File: config.mk
export PLATFORM = sky130hd
export DESIGN_NAME = accessory_attach_debounce_fsm
export DESIGN_NICKNAME = d
export VERILOG_FILES = /design/src/hw/rtl/aadf_pkg.sv /design/src/hw/rtl/aadf_cfg_regs.sv /design/src/hw/rtl/aadf_detect.sv /design/src/hw/rtl/aadf_fsm.sv /design/src/hw/rtl/accessory_attach_debounce_fsm.sv
export VERILOG_INCLUDE_DIRS = /design/src /design/src/hw/rtl
export SDC_FILE = /design/constraint.sdc
export NUM_CORES = 1
export LEC_CHECK = 0
export BUFFER_PORTS_ARGS = -buffer_cell sky130_fd_sc_hd__buf_2
export CORE_MARGIN = 3
export CORE_UTILIZATION = 55
export CTS_CLUSTER_SIZE = 25
export DETAILED_ROUTE_END_ITERATION = 8
export GPL_TIMING_DRIVEN = 0
export PLACE_DENSITY = 0.77
export REMOVE_ABC_BUFFERS = 1
export SLEW_MARGIN = 5
export SYNTH_ARGS = -nofsm -noshare
export SYNTH_HDL_FRONTEND = slang
export SYNTH_SLANG_ARGS = --single-unit
File: constraint.sdc
create_clock -name clk_i -period 3.3 [get_ports clk_i]
set_input_delay 0.165 -clock clk_i [delete_from_list [all_inputs] [get_ports clk_i]]
set_output_delay 0.165 -clock clk_i [all_outputs]
set_load 0.05 [all_outputs]
File: src/hw/rtl/accessory_attach_debounce_fsm_macros.svh
// Assertion macros for the accessory attach debounce block.
// Each macro takes a label, an antecedent, a consequent and a message; clk_i and rst_ni
// are in scope.
`ifndef ACCESSORY_ATTACH_DEBOUNCE_FSM_MACROS_SVH
`define ACCESSORY_ATTACH_DEBOUNCE_FSM_MACROS_SVH

// Check the consequent in the same cycle as the antecedent.
`define AADF_ASSERT_SAME(lbl, ante, cons, msg) \
  lbl: assert property (@(posedge clk_i) disable iff (!rst_ni) (ante) |-> (cons)) \
    else $error(msg);

// Check the consequent in the cycle after the antecedent.
`define AADF_ASSERT_NEXT(lbl, ante, cons, msg) \
  lbl: assert property (@(posedge clk_i) disable iff (!rst_ni) (ante) |=> (cons)) \
    else $error(msg);

`endif

File: src/hw/rtl/aadf_pkg.sv
// Package for the accessory attach debounce block: threshold set, verdict and
// result structs, phase codes, one-hot state enum and register indexes. No dependencies.
`timescale 1ns / 1ps

package aadf_pkg;

  localparam int unsigned MvW  = 12;
  localparam int unsigned IdxW = 3;

  typedef logic [MvW-1:0] mv_t;

  // Register indexes of the configuration port
  typedef enum logic [IdxW-1:0] {
    REG_WINDOW_LOW    = 3'd0,
    REG_WINDOW_HIGH   = 3'd1,
    REG_UNPWR_SENSE   = 3'd2,
    REG_PWR_LEVEL     = 3'd3,
    REG_PWR_SENSE     = 3'd4,
    REG_RM_LEVEL      = 3'd5,
    REG_RM_SENSE      = 3'd6
  } reg_idx_e;

  // Threshold reset values
  localparam mv_t WindowLowRst   = 12'd300;
  localparam mv_t WindowHighRst  = 12'd800;
  localparam mv_t UnpwrSenseRst  = 12'd5;
  localparam mv_t PwrLevelRst    = 12'd2800;
  localparam mv_t PwrSenseRst    = 12'd2;
  localparam mv_t RmLevelRst     = 12'd2300;
  localparam mv_t RmSenseRst     = 12'd10;

  typedef struct packed {
    mv_t window_low_mv;
    mv_t window_high_mv;
    mv_t unpowered_sense_max_mv;
    mv_t powered_level_min_mv;
    mv_t powered_sense_min_mv;
    mv_t removed_level_min_mv;
    mv_t removed_sense_max_mv;
  } cfg_t;

  // Outcome of the attach and detach tests for one sample
  typedef struct packed {
    logic attach;
    logic detach;
  } verdict_t;

  // Phase codes as seen on the result stream
  localparam logic [1:0] PhDetached = 2'd0;
  localparam logic [1:0] PhAttDeb   = 2'd1;
  localparam logic [1:0] PhAttached = 2'd2;
  localparam logic [1:0] PhDetDeb   = 2'd3;

  typedef enum logic [3:0] {
    ST_DETACHED = 4'b0001,
    ST_ATT_DEB  = 4'b0010,
    ST_ATTACHED = 4'b0100,
    ST_DET_DEB  = 4'b1000
  } state_e;

  typedef struct packed {
    logic [1:0] phase;
    logic       supply_on;
    logic       supply_changed;
    logic       fast_poll;
  } result_t;

  function automatic logic [1:0] phase_code(state_e st);
    logic [1:0] code;
    code = PhDetached;
    case (st)
      ST_DETACHED: code = PhDetached;
      ST_ATT_DEB:  code = PhAttDeb;
      ST_ATTACHED: code = PhAttached;
      ST_DET_DEB:  code = PhDetDeb;
      default:     code = PhDetached;
    endcase
    return code;
  endfunction

endpackage

File: src/hw/rtl/aadf_cfg_regs.sv
// Threshold register file of the accessory attach debounce block.
// Depends on aadf_pkg.
`timescale 1ns / 1ps

module aadf_cfg_regs (
  input  logic                      clk_i,
  input  logic                      rst_ni,
  input  logic                      wr_en_i,
  input  logic [aadf_pkg::IdxW-1:0] wr_idx_i,
  input  aadf_pkg::mv_t             wr_data_i,
  output aadf_pkg::cfg_t            cfg_o
);

  aadf_pkg::cfg_t cfg_q, cfg_d;

  always_comb begin
    cfg_d = cfg_q;
    if (wr_en_i) begin
      case (aadf_pkg::reg_idx_e'(wr_idx_i))
        aadf_pkg::REG_WINDOW_LOW:  cfg_d.window_low_mv          = wr_data_i;
        aadf_pkg::REG_WINDOW_HIGH: cfg_d.window_high_mv         = wr_data_i;
        aadf_pkg::REG_UNPWR_SENSE: cfg_d.unpowered_sense_max_mv = wr_data_i;
        aadf_pkg::REG_PWR_LEVEL:   cfg_d.powered_level_min_mv   = wr_data_i;
        aadf_pkg::REG_PWR_SENSE:   cfg_d.powered_sense_min_mv   = wr_data_i;
        aadf_pkg::REG_RM_LEVEL:    cfg_d.removed_level_min_mv   = wr_data_i;
        aadf_pkg::REG_RM_SENSE:    cfg_d.removed_sense_max_mv   = wr_data_i;
        default: ;  // drop writes past the last register
      endcase
    end
  end

  always_ff @(posedge clk_i or negedge rst_ni) begin
    if (!rst_ni) begin
      cfg_q.window_low_mv          <= aadf_pkg::WindowLowRst;
      cfg_q.window_high_mv         <= aadf_pkg::WindowHighRst;
      cfg_q.unpowered_sense_max_mv <= aadf_pkg::UnpwrSenseRst;
      cfg_q.powered_level_min_mv   <= aadf_pkg::PwrLevelRst;
      cfg_q.powered_sense_min_mv   <= aadf_pkg::PwrSenseRst;
      cfg_q.removed_level_min_mv   <= aadf_pkg::RmLevelRst;
      cfg_q.removed_sense_max_mv   <= aadf_pkg::RmSenseRst;
    end else begin
      cfg_q <= cfg_d;
    end
  end

  assign cfg_o = cfg_q;

endmodule

File: src/hw/rtl/aadf_detect.sv
// Attach and detach threshold tests for one registered sample.
// Depends on aadf_pkg.
`timescale 1ns / 1ps

module aadf_detect (
  input  aadf_pkg::mv_t      level_mv_i,
  input  aadf_pkg::mv_t      sense_mv_i,
  input  logic               bad_i,
  input  logic               supply_on_i,
  input  aadf_pkg::cfg_t     cfg_i,
  output aadf_pkg::verdict_t verdict_o
);

  logic att_powered, att_unpowered, det_raw;

  assign att_powered   = (level_mv_i >= cfg_i.powered_level_min_mv) &&
                         (sense_mv_i >= cfg_i.powered_sense_min_mv);
  assign att_unpowered = (level_mv_i >= cfg_i.window_low_mv) &&
                         (level_mv_i <= cfg_i.window_high_mv) &&
                         (sense_mv_i <= cfg_i.unpowered_sense_max_mv);
  assign det_raw       = (level_mv_i >= cfg_i.removed_level_min_mv) &&
                         (sense_mv_i <= cfg_i.removed_sense_max_mv);

  // A failed read on either pin vetoes both tests
  assign verdict_o.attach = !bad_i && (supply_on_i ? att_powered : att_unpowered);
  assign verdict_o.detach = !bad_i && det_raw;

endmodule

File: src/hw/rtl/aadf_fsm.sv
// Attach/detach debounce state machine with supply enable and poll interval.
// Depends on aadf_pkg.
`timescale 1ns / 1ps

module aadf_fsm (
  input  logic               clk_i,
  input  logic               rst_ni,
  input  logic               adv_i,
  input  aadf_pkg::verdict_t verdict_i,
  output logic               supply_on_o,
  output aadf_pkg::result_t  result_o
);

  aadf_pkg::state_e state_q, state_d;
  logic supply_q, supply_d;
  logic fast_q, fast_d;
  logic changed;

  always_comb begin
    state_d  = state_q;
    supply_d = supply_q;
    fast_d   = fast_q;
    changed  = 1'b0;
    case (state_q)
      aadf_pkg::ST_DETACHED: begin
        if (verdict_i.attach) begin
          state_d = aadf_pkg::ST_ATT_DEB;
          fast_d  = 1'b1;
        end
      end
      aadf_pkg::ST_ATT_DEB: begin
        if (verdict_i.attach) begin
          state_d  = aadf_pkg::ST_ATTACHED;
          fast_d   = 1'b0;
          supply_d = 1'b1;
          changed  = 1'b1;
        end else if (verdict_i.detach) begin
          state_d = aadf_pkg::ST_DETACHED;
          fast_d  = 1'b0;
        end
      end
      aadf_pkg::ST_ATTACHED: begin
        if (verdict_i.detach) begin
          state_d = aadf_pkg::ST_DET_DEB;
          fast_d  = 1'b1;
        end
      end
      aadf_pkg::ST_DET_DEB: begin
        if (verdict_i.detach) begin
          state_d  = aadf_pkg::ST_DETACHED;
          fast_d   = 1'b0;
          supply_d = 1'b0;
          changed  = 1'b1;
        end else if (verdict_i.attach) begin
          state_d = aadf_pkg::ST_ATTACHED;
          fast_d  = 1'b0;
        end
      end
      default: begin
        state_d = aadf_pkg::ST_DETACHED;
      end
    endcase
  end

  always_ff @(posedge clk_i or negedge rst_ni) begin
    if (!rst_ni) begin
      state_q  <= aadf_pkg::ST_DETACHED;
      supply_q <= 1'b0;
      fast_q   <= 1'b0;
    end else if (adv_i) begin
      state_q  <= state_d;
      supply_q <= supply_d;
      fast_q   <= fast_d;
    end
  end

  assign supply_on_o             = supply_q;
  assign result_o.phase          = aadf_pkg::phase_code(state_d);
  assign result_o.supply_on      = supply_d;
  assign result_o.supply_changed = changed;
  assign result_o.fast_poll      = fast_d;

endmodule

File: src/hw/rtl/accessory_attach_debounce_fsm.sv
// Accessory attach/detach debounce machine with supply enable, top level.
// Registers: input register, then result register; the state update sits between them.
// Throughput: one sample per cycle while the result stream is not stalled.
// Reset (rst_ni low, async): detached, supply off, default poll, thresholds to defaults.
// Depends on aadf_pkg, aadf_cfg_regs, aadf_detect, aadf_fsm and the macros header.
`timescale 1ns / 1ps
`include "accessory_attach_debounce_fsm_macros.svh"

module accessory_attach_debounce_fsm (
  input  logic                      clk_i,
  input  logic                      rst_ni,
  // Sample stream
  input  logic                      s_axis_tvalid,
  output logic                      s_axis_tready,
  input  logic [23:0]               s_axis_tdata,  // [11:0] level_mv, [23:12] sense_mv
  input  logic [1:0]                s_axis_tuser,  // [0] level_bad, [1] sense_bad
  // Result stream
  output logic                      m_axis_tvalid,
  input  logic                      m_axis_tready,
  // [1:0] phase, [2] supply_on, [3] supply_changed, [4] fast_poll, [7:5] zero
  output logic [7:0]                m_axis_tdata,
  // Threshold write channel
  input  logic                      cfg_valid_i,
  output logic                      cfg_ready_o,
  input  logic [aadf_pkg::IdxW-1:0] cfg_index_i,
  input  logic [11:0]               cfg_data_i
);

  // ---------------------------------------------------------------------
  // Input register: hold one sample until the result side can take it.
  // ---------------------------------------------------------------------
  logic          in_valid_q, in_valid_d;
  aadf_pkg::mv_t level_q, sense_q;
  logic          bad_q;
  logic          adv;          // sample leaves the input register this cycle
  logic          out_free;     // result register empty or being drained

  assign out_free      = !m_axis_tvalid || m_axis_tready;
  assign adv           = in_valid_q && out_free;
  assign s_axis_tready = !in_valid_q || out_free;

  always_comb begin
    in_valid_d = in_valid_q;
    if (s_axis_tvalid && s_axis_tready) begin
      in_valid_d = 1'b1;
    end else if (adv) begin
      in_valid_d = 1'b0;
    end
  end

  always_ff @(posedge clk_i or negedge rst_ni) begin
    if (!rst_ni) begin
      in_valid_q <= 1'b0;
    end else begin
      in_valid_q <= in_valid_d;
    end
  end

  // Payload needs no reset; capture on every input transfer.
  always_ff @(posedge clk_i) begin
    if (s_axis_tvalid && s_axis_tready) begin
      level_q <= s_axis_tdata[11:0];
      sense_q <= s_axis_tdata[23:12];
      bad_q   <= s_axis_tuser[0] | s_axis_tuser[1];
    end
  end

  // ---------------------------------------------------------------------
  // Thresholds. Writes are always taken and land at once; issue them only
  // while no sample is in flight.
  // ---------------------------------------------------------------------
  aadf_pkg::cfg_t cfg;

  assign cfg_ready_o = 1'b1;

  aadf_cfg_regs u_cfg_regs (
    .clk_i     (clk_i),
    .rst_ni    (rst_ni),
    .wr_en_i   (cfg_valid_i && cfg_ready_o),
    .wr_idx_i  (cfg_index_i),
    .wr_data_i (cfg_data_i),
    .cfg_o     (cfg)
  );

  // ---------------------------------------------------------------------
  // Threshold tests and state update: the single combinational pass.
  // The attach window depends on the current supply state.
  // ---------------------------------------------------------------------
  aadf_pkg::verdict_t verdict;
  aadf_pkg::result_t  res_d;
  logic               supply_q;

  aadf_detect u_detect (
    .level_mv_i  (level_q),
    .sense_mv_i  (sense_q),
    .bad_i       (bad_q),
    .supply_on_i (supply_q),
    .cfg_i       (cfg),
    .verdict_o   (verdict)
  );

  aadf_fsm u_fsm (
    .clk_i       (clk_i),
    .rst_ni      (rst_ni),
    .adv_i       (adv),
    .verdict_i   (verdict),
    .supply_on_o (supply_q),
    .result_o    (res_d)
  );

  // ---------------------------------------------------------------------
  // Result register: load on advance, drop when the consumer takes it.
  // ---------------------------------------------------------------------
  logic              out_valid_q, out_valid_d;
  aadf_pkg::result_t res_q;

  always_comb begin
    out_valid_d = out_valid_q;
    if (adv) begin
      out_valid_d = 1'b1;
    end else if (m_axis_tready) begin
      out_valid_d = 1'b0;
    end
  end

  always_ff @(posedge clk_i or negedge rst_ni) begin
    if (!rst_ni) begin
      out_valid_q <= 1'b0;
    end else begin
      out_valid_q <= out_valid_d;
    end
  end

  always_ff @(posedge clk_i) begin
    if (adv) begin
      res_q <= res_d;
    end
  end

  assign m_axis_tvalid = out_valid_q;
  assign m_axis_tdata  = {3'b000, res_q.fast_poll, res_q.supply_changed,
                          res_q.supply_on, res_q.phase};

  // ---------------------------------------------------------------------
  // Assertions
  // ---------------------------------------------------------------------
  logic no_confirm, fast_ok, confirm_seen, confirm_ok;

  assign no_confirm   = adv && !res_d.supply_changed;
  assign fast_ok      = res_q.fast_poll == ((res_q.phase == aadf_pkg::PhAttDeb) ||
                                            (res_q.phase == aadf_pkg::PhDetDeb));
  assign confirm_seen = out_valid_q && res_q.supply_changed;
  assign confirm_ok   = res_q.supply_on == (res_q.phase == aadf_pkg::PhAttached);

  // Supply may only move on a sample that confirms attach or detach.
  `AADF_ASSERT_NEXT(a_supply_only_on_confirm, no_confirm, $stable(supply_q), "supply moved")
  // Short poll interval is selected exactly in the debounce phases.
  `AADF_ASSERT_SAME(a_fast_matches_phase, out_valid_q, fast_ok, "fast_poll off phase")
  // A confirm reports the supply level that matches the settled phase.
  `AADF_ASSERT_SAME(a_confirm_phase, confirm_seen, confirm_ok, "confirm with bad supply")
  // A held sample stays put until it advances.
  `AADF_ASSERT_NEXT(a_sample_kept, in_valid_q && !adv, in_valid_q, "held sample lost")

endmodule

# --- Word level (Yosys, flattened, before mapping) ---
# Cells that the tools add are included.
word_totals:
  ff_bits: 122
  latchBits: 0
  ramBits: 0
  romBits: 0
  input_bits: 46
  wordCells: 89
  n_memories: 0
op_classes:
  add_sub_neg: 0
  mul: 0
  div_mod_pow: 0
  n_lt_le_gt_ge: 7
  eq_ne: 13
  shift: 0
  n_mux: 26
  bitwise: 1
  reduce_logical: 23
op_table:
  columns: ["cell", "count"]
  rows:
  - ["$ge A12 B12 Y1", 4]
  - ["$le A12 B12 Y1", 3]
  - ["$mux W4", 6]
  - ["$pmux W4 S4", 1]
  - ["$mux W1", 15]
  - ["$reduce_and A2 Y1", 7]
  - ["$eq A3 B3 Y1 const B", 3]
  - ["$eq A4 B2 Y1 const B", 2]
  - ["$eq A4 B3 Y1 const B", 2]
  - ["$eq A4 B4 Y1 const B", 2]
  - ["$logic_and A1 B1 Y1", 8]
  - ["$eq A3 B2 Y1 const B", 2]
  - ["$pmux W2 S3", 1]
  - ["$eq A4 B1 Y1 const B", 1]
  - ["$pmux W1 S2", 2]
  - ["$pmux W1 S4", 1]
  - ["$reduce_bool A2 Y1", 2]
  - ["$eq A3 B1 Y1 const B", 1]
  - ["$logic_not A1 Y1", 3]
  - ["$logic_not A3 Y1", 1]
  - ["$logic_or A1 B1 Y1", 2]
  - ["$or A1 B1 Y1", 1]

# --- Logic depth before layout (Yosys ltp) ---
depth:
  word_depth: 10
  ltp_mapped: 10

# --- Modules after synthesis ---
# From an unflattened synthesis, not the netlist that was laid out.
hier_totals:
  hier_cells: 563
  hier_area_um2: 7025.5
modules_own_cells:
  columns: ["module", "instances", "cells_per_inst", "area_per_inst_um2"]
  rows:
  - ["aadf_cfg_regs", 1, 182, 3365.7]
  - ["aadf_detect", 1, 276, 2087.0]
  - ["accessory_attach_debounce_fsm", 1, 45, 1048.5]
  - ["aadf_fsm", 1, 60, 524.3]

# --- Least setup slack after synthesis ---
# Ideal clock, no wire load.
synth_timing:
  kind: "register to register"
  from: "reg level_q[9]"
  to: "reg res_q, in the netlist m_axis_tdata[1], data pin"
  setup_ns: 0.265
  t_arrival_ns: 2.187
  required_time_ns: 3.035
  path_slack_ns: 0.847
  path_stages_with_launch: 9
  n_path_buf: 0
  synth_period_minus_slack_ns: 2.453
  cell_sequence: "edfxtp_1 ha_1 a21o_1 a21oi_1 and2b_2 o41a_1 nand3_4 a211oi_4 or3_1"
synth_lines:
  columns: ["item", "line", "text"]
  rows:
  - ["from (decl)", "accessory_attach_debounce_fsm.sv:33", "aadf_pkg::mv_t level_q, sense_q;"]
  - ["from (signal assigned)", "accessory_attach_debounce_fsm.sv:62", "level_q <= s_axis_tdata[11:0];"]
  - ["to (signal assigned)", "accessory_attach_debounce_fsm.sv:136", "res_q <= res_d;"]
  - ["to (decl)", "accessory_attach_debounce_fsm.sv:115", "aadf_pkg::result_t res_q;"]

# --- Worst setup path in the final report ---
layout_timing:
  from: "reg u_cfg_regs.cfg_q, in the netlist u_cfg_regs.cfg_o[25]"
  to: "reg u_fsm.state_q[0]"
layout_between:
  elab_chain_cells: 7
  word_cells_on_any_way: 9
  cone_classes: "order compare: 1; mux: 6; reduce/logical: 2"
layout_rtl:
  columns: ["item", "line", "text"]
  rows:
  - ["from (decl)", "aadf_cfg_regs.sv:14", "aadf_pkg::cfg_t cfg_q, cfg_d;"]
  - ["from (signal assigned)", "aadf_cfg_regs.sv:42", "cfg_q <= cfg_d;"]
  - ["$ge A12 B12 Y1 (*)", "aadf_detect.sv:17", "(sense_mv_i >= cfg_i.powered_sense_min_mv);"]
  - ["$logic_and A1 B1 Y1 (*)", "aadf_detect.sv:16", "assign att_powered = (level_mv_i >= cfg_i.powered_level_min_mv) &&"]
  - ["$mux W1 (*)", "aadf_detect.sv:25", "assign verdict_o.attach = !bad_i && (supply_on_i ? att_powered : att_unpowered);"]
  - ["$logic_and A1 B1 Y1 (*)", "aadf_detect.sv:25", null]
  - ["$mux W4", "aadf_fsm.sv:54", "end else if (verdict_i.attach) begin"]
  - ["$mux W4", "aadf_fsm.sv:49", "if (verdict_i.detach) begin"]
  - ["$pmux W4 S4 (*)", "aadf_fsm.sv:24", "case (state_q)"]
  - ["to (signal assigned)", "aadf_fsm.sv:67", "state_q <= aadf_pkg::ST_DETACHED;"]
  - ["to (signal assigned)", "aadf_fsm.sv:71", "state_q <= state_d;"]
  - ["to (decl)", "aadf_fsm.sv:14", "aadf_pkg::state_e state_q, state_d;"]
# Every way passes the cells marked *; elsewhere a longest branch is shown, timed or not.
# A chain may end at the register's enable or synchronous reset.

==> summary.md <==
| Metric | Value |
|---|---|
| Port bufs | 52 |
| # DRC | 0 |
| Final setup TNS | 0 ns |
| CTS Buf Count | 17 |
| Yosys cell types | 57 |
| First-pass GRT wire length | 24,500 microns |
| Min Clock Period, post-route | 2.79 ns |
| Yosys top cell area share | 24.5% |
| CP Launch Type | register |
| Relative slew slack | 42.0% |
| Clk pin slew, worst setup/hold paths | 0.06 ns |
| Critical-path top delay cell | a2111o_1 |
| Root Driver | clkbuf_16 |
| WL final | 14,800 microns |
| Synth top area cells | dfrtp_1, ha_1, edfxtp_1 |
| Initial antenna violation count | 0 |
| R2R setup slack | 0.51 ns |
| Critical Path RT | 3.65 ns |
| Fmax | 359 MHz |
| RD Place Congestion | 0.907 |
| Worst Path Arrival | 3.13 ns |
| Antenna cells | 0 |
| FF-to-FF path depth | 9 |
| EDFF count, synth | 30 |
| Grt ovf | 0 |
| Endpoint, Worst Hold | m_axis_tvalid |
| Area Overhead vs Synth | 19.4% |
| Die span in x | 117 microns |
| Reg-to-reg endpoint | u_fsm.state_q[0] |
| Reg2Reg Launch Point | u_cfg_regs.cfg_o[25] |
| Post-CTS setup buffer count | 0 |
| Outcome | finished clean |
| Hold Path Class | in -> reg |
| Setup crit start | u_cfg_regs.cfg_o[25] |
| Asr flop ratio synth | 75.4% |
| Max stage delay on crit path | 0.53 ns |
| Worst hold path cell count | 3 |
| Die span in y | 117 microns |
| Via count | 4,901 |
| Total GRT Usage | 23.8% |
| Fin. max-slew vios | 0 |
| Vias per inst | 5.67 |
| Post-Syn Instances | 621 |
| Drt first-iter violations | 260 |
| Sequential area share after synthesis | 48.1% |
| Synth area leader | dfrtp_1 |
| Syn avg cell area | 10.8 sq um |
| Hold path startpoint | m_axis_tready |
| Final setup viols | 0 |
| DP HPWL | 10,600 microns |
| Hold slack | 0.0431 ns |
| Final Hold Viols | 0 |
| Later-pin clock latency in the skew report | 0.42 ns |
| Main synth FF type | dfrtp_1 |
| Final period utilization | 84.5% |
| Crit path max fanout | 4 |
| Die area | 0.0136 sq mm |
| Max Cap Viol | 0 |
| CP Class | reg -> reg |
| CTS max path bufs | 2 |
| Clk sink count | 122 |
| Endpoint class of the critical path | register |
| Routed WL per cell | 17.1 microns |
| Worst path cell trace | inv_1, ha_1, nand2_1, o21ai_0, a21oi_1, o21ai_0, nand3_1, a2111o_1, and3b_1 |
| 1st-pass router iterations | 5 |
| CP top delay family | compound AO/OA/AOI/OAI gates |
| Rows | 39 |
| Fin nets | 838 |
| Clock skew | 0.00609 ns |
| Core Box Area | 0.0117 sq mm |
| H-tree level count | 4 |
| Initial core utilization | 57.5% |
| RSZ-0062 raised after global routing | false |
| WP buf/inv | 1 |
| LEAKAGE | 3.65 nW |
| Ys Warns | 0 |
| Most frequent cells in the layout | inv_1, ha_1, dfrtp_1 |
| Ports | 57 |
| Post-detailed-route count of antenna-violating nets | 0 |
| Worst Tran Pin Value | 0.865 ns |
| Layout cell share with drive strength beyond 1 | 24.3% |
| CTS tree | built |
| VDD IR max | 0.613 mV |
| Vias in the first global route | 5,072 |
| Largest net degree at the start of global routing | 57 |
| Pwr dens | 608 mW/mm^2 |
| Synthesized area | 0.00673 sq mm |
| Most common cell on crit path | o21ai_0 |
| Yosys reg bits | 122 |
-- layout make-up --
cell class,instances,area [sq um]
Clock inverter,12,124
Fill cell,868,3670
Sequential cell,122,3240
Tap cell,143,179
Inverter,84,315
Timing Repair Buffer,85,612
Clock buffer,20,457
Multi-Input combinational cell,398,3110
-- layer usage --
layer	up-vias	routed length [microns]	track usage (%)
li1	2353	-	-
met1	2404	6210	29.3
met2	111	7490	39.8
met3	33	617	6.11
met4	0	436	10.1
met5	-	0	0
-- tightest hold or removal path: cells and delay by family --
family                 cells  cell delay (ns)
buffers and inverters      1             0.08
and+or+nand+nor            2             0.17
-- flip-flops by register name, summed over array words and instances (netlist names) --
name,count
m_axis_tvalid,1
in_valid_q,1
u_fsm.state_q,4
u_fsm.fast_q,1
u_fsm.supply_on_o,1
level_q,12
sense_q,12
bad_q,1
m_axis_tdata,5
u_cfg_regs.cfg_o,84
-- metrics by stage --
stage | total power [mW] | area (sq um) | setup slack [ns] | std cells | util, %
after global placement | 2.99 | 7080 | 0.471 | 799 | 60.5
after floorplan | 2.73 | 6640 | 0.847 | 604 | -
final | 4.89 | 8040 | 0.513 | 864 | 68.6
after global routing | 5.17 | 8040 | 0.352 | 864 | 68.6
after CTS | 4.92 | 8040 | 0.566 | 864 | 68.6
after detailed placement | 3.07 | 7180 | 0.583 | 804 | 61.3
-- worst max path at each step --
stage / slack, ns / cells past startpoint / end
5_1_grt: 0.35 / 8 / m_axis_tdata[1]
3_3_place_gp: 0.47 / 4 / u_cfg_regs.cfg_o[60]
3_5_place_dp: 0.58 / 8 / m_axis_tdata[1]
4_1_cts: 0.57 / 8 / m_axis_tdata[1]
2_1_floorplan: 0.85 / 8 / m_axis_tdata[1]
6_report: 0.51 / 9 / u_fsm.state_q[0]
-- synthesized netlist by cell type, types with 2 or more instances --
cell and n:
nand4b_1 3, a2111o_1 2, a21o_2 2, o31ai_1 3
nand2b_4 2, ha_1 84, o21ai_0 58, dfstp_2 26
nor2b_1 6, buf_4 4, edfxtp_1 30, conb_1 2
nand2_1 62, nand3_1 7, clkbuf_1 11, a211oi_1 8
nand2b_1 9, buf_1 3, and2_1 3, or2_2 2
o211ai_1 5, nor3b_1 3, inv_1 84, a21o_1 6
nand4_1 15, nor2_1 7, a21oi_1 31, dfrtp_1 66
o221ai_1 2, nor3_1 7, or3_1 3, mux2_2 40
-- report_power, final --
| group | internal (mW) | switching, mW | leakage [nW] |
|---|---|---|---|
| combinational | 0.488 | 0.623 | 2.03 |
| clock | 1.14 | 0.663 | 0.278 |
| sequential | 1.85 | 0.120 | 1.35 |
| total | 3.48 | 1.41 | 3.65 |
-- repair_timing --
action / CTS / global route
hold buffers: 28 / 0
hold endpoints to repair: 50 / 0
resized for setup: 0 / 0
-- cell families after synthesis --
kind of cell	count (synthesis)	share of synthesized area [%]
AO/OA/AOI/OAI	132	12.4
multiplexers	40	6.69
AND/OR/NAND/NOR	138	11.0
flip-flops	122	48.1
buffers and inverters	103	6.08
adder cells (fa/ha/maj)	84	15.6
other	2	0.112
No activity file was read; power rests on OpenSTA's default activity.
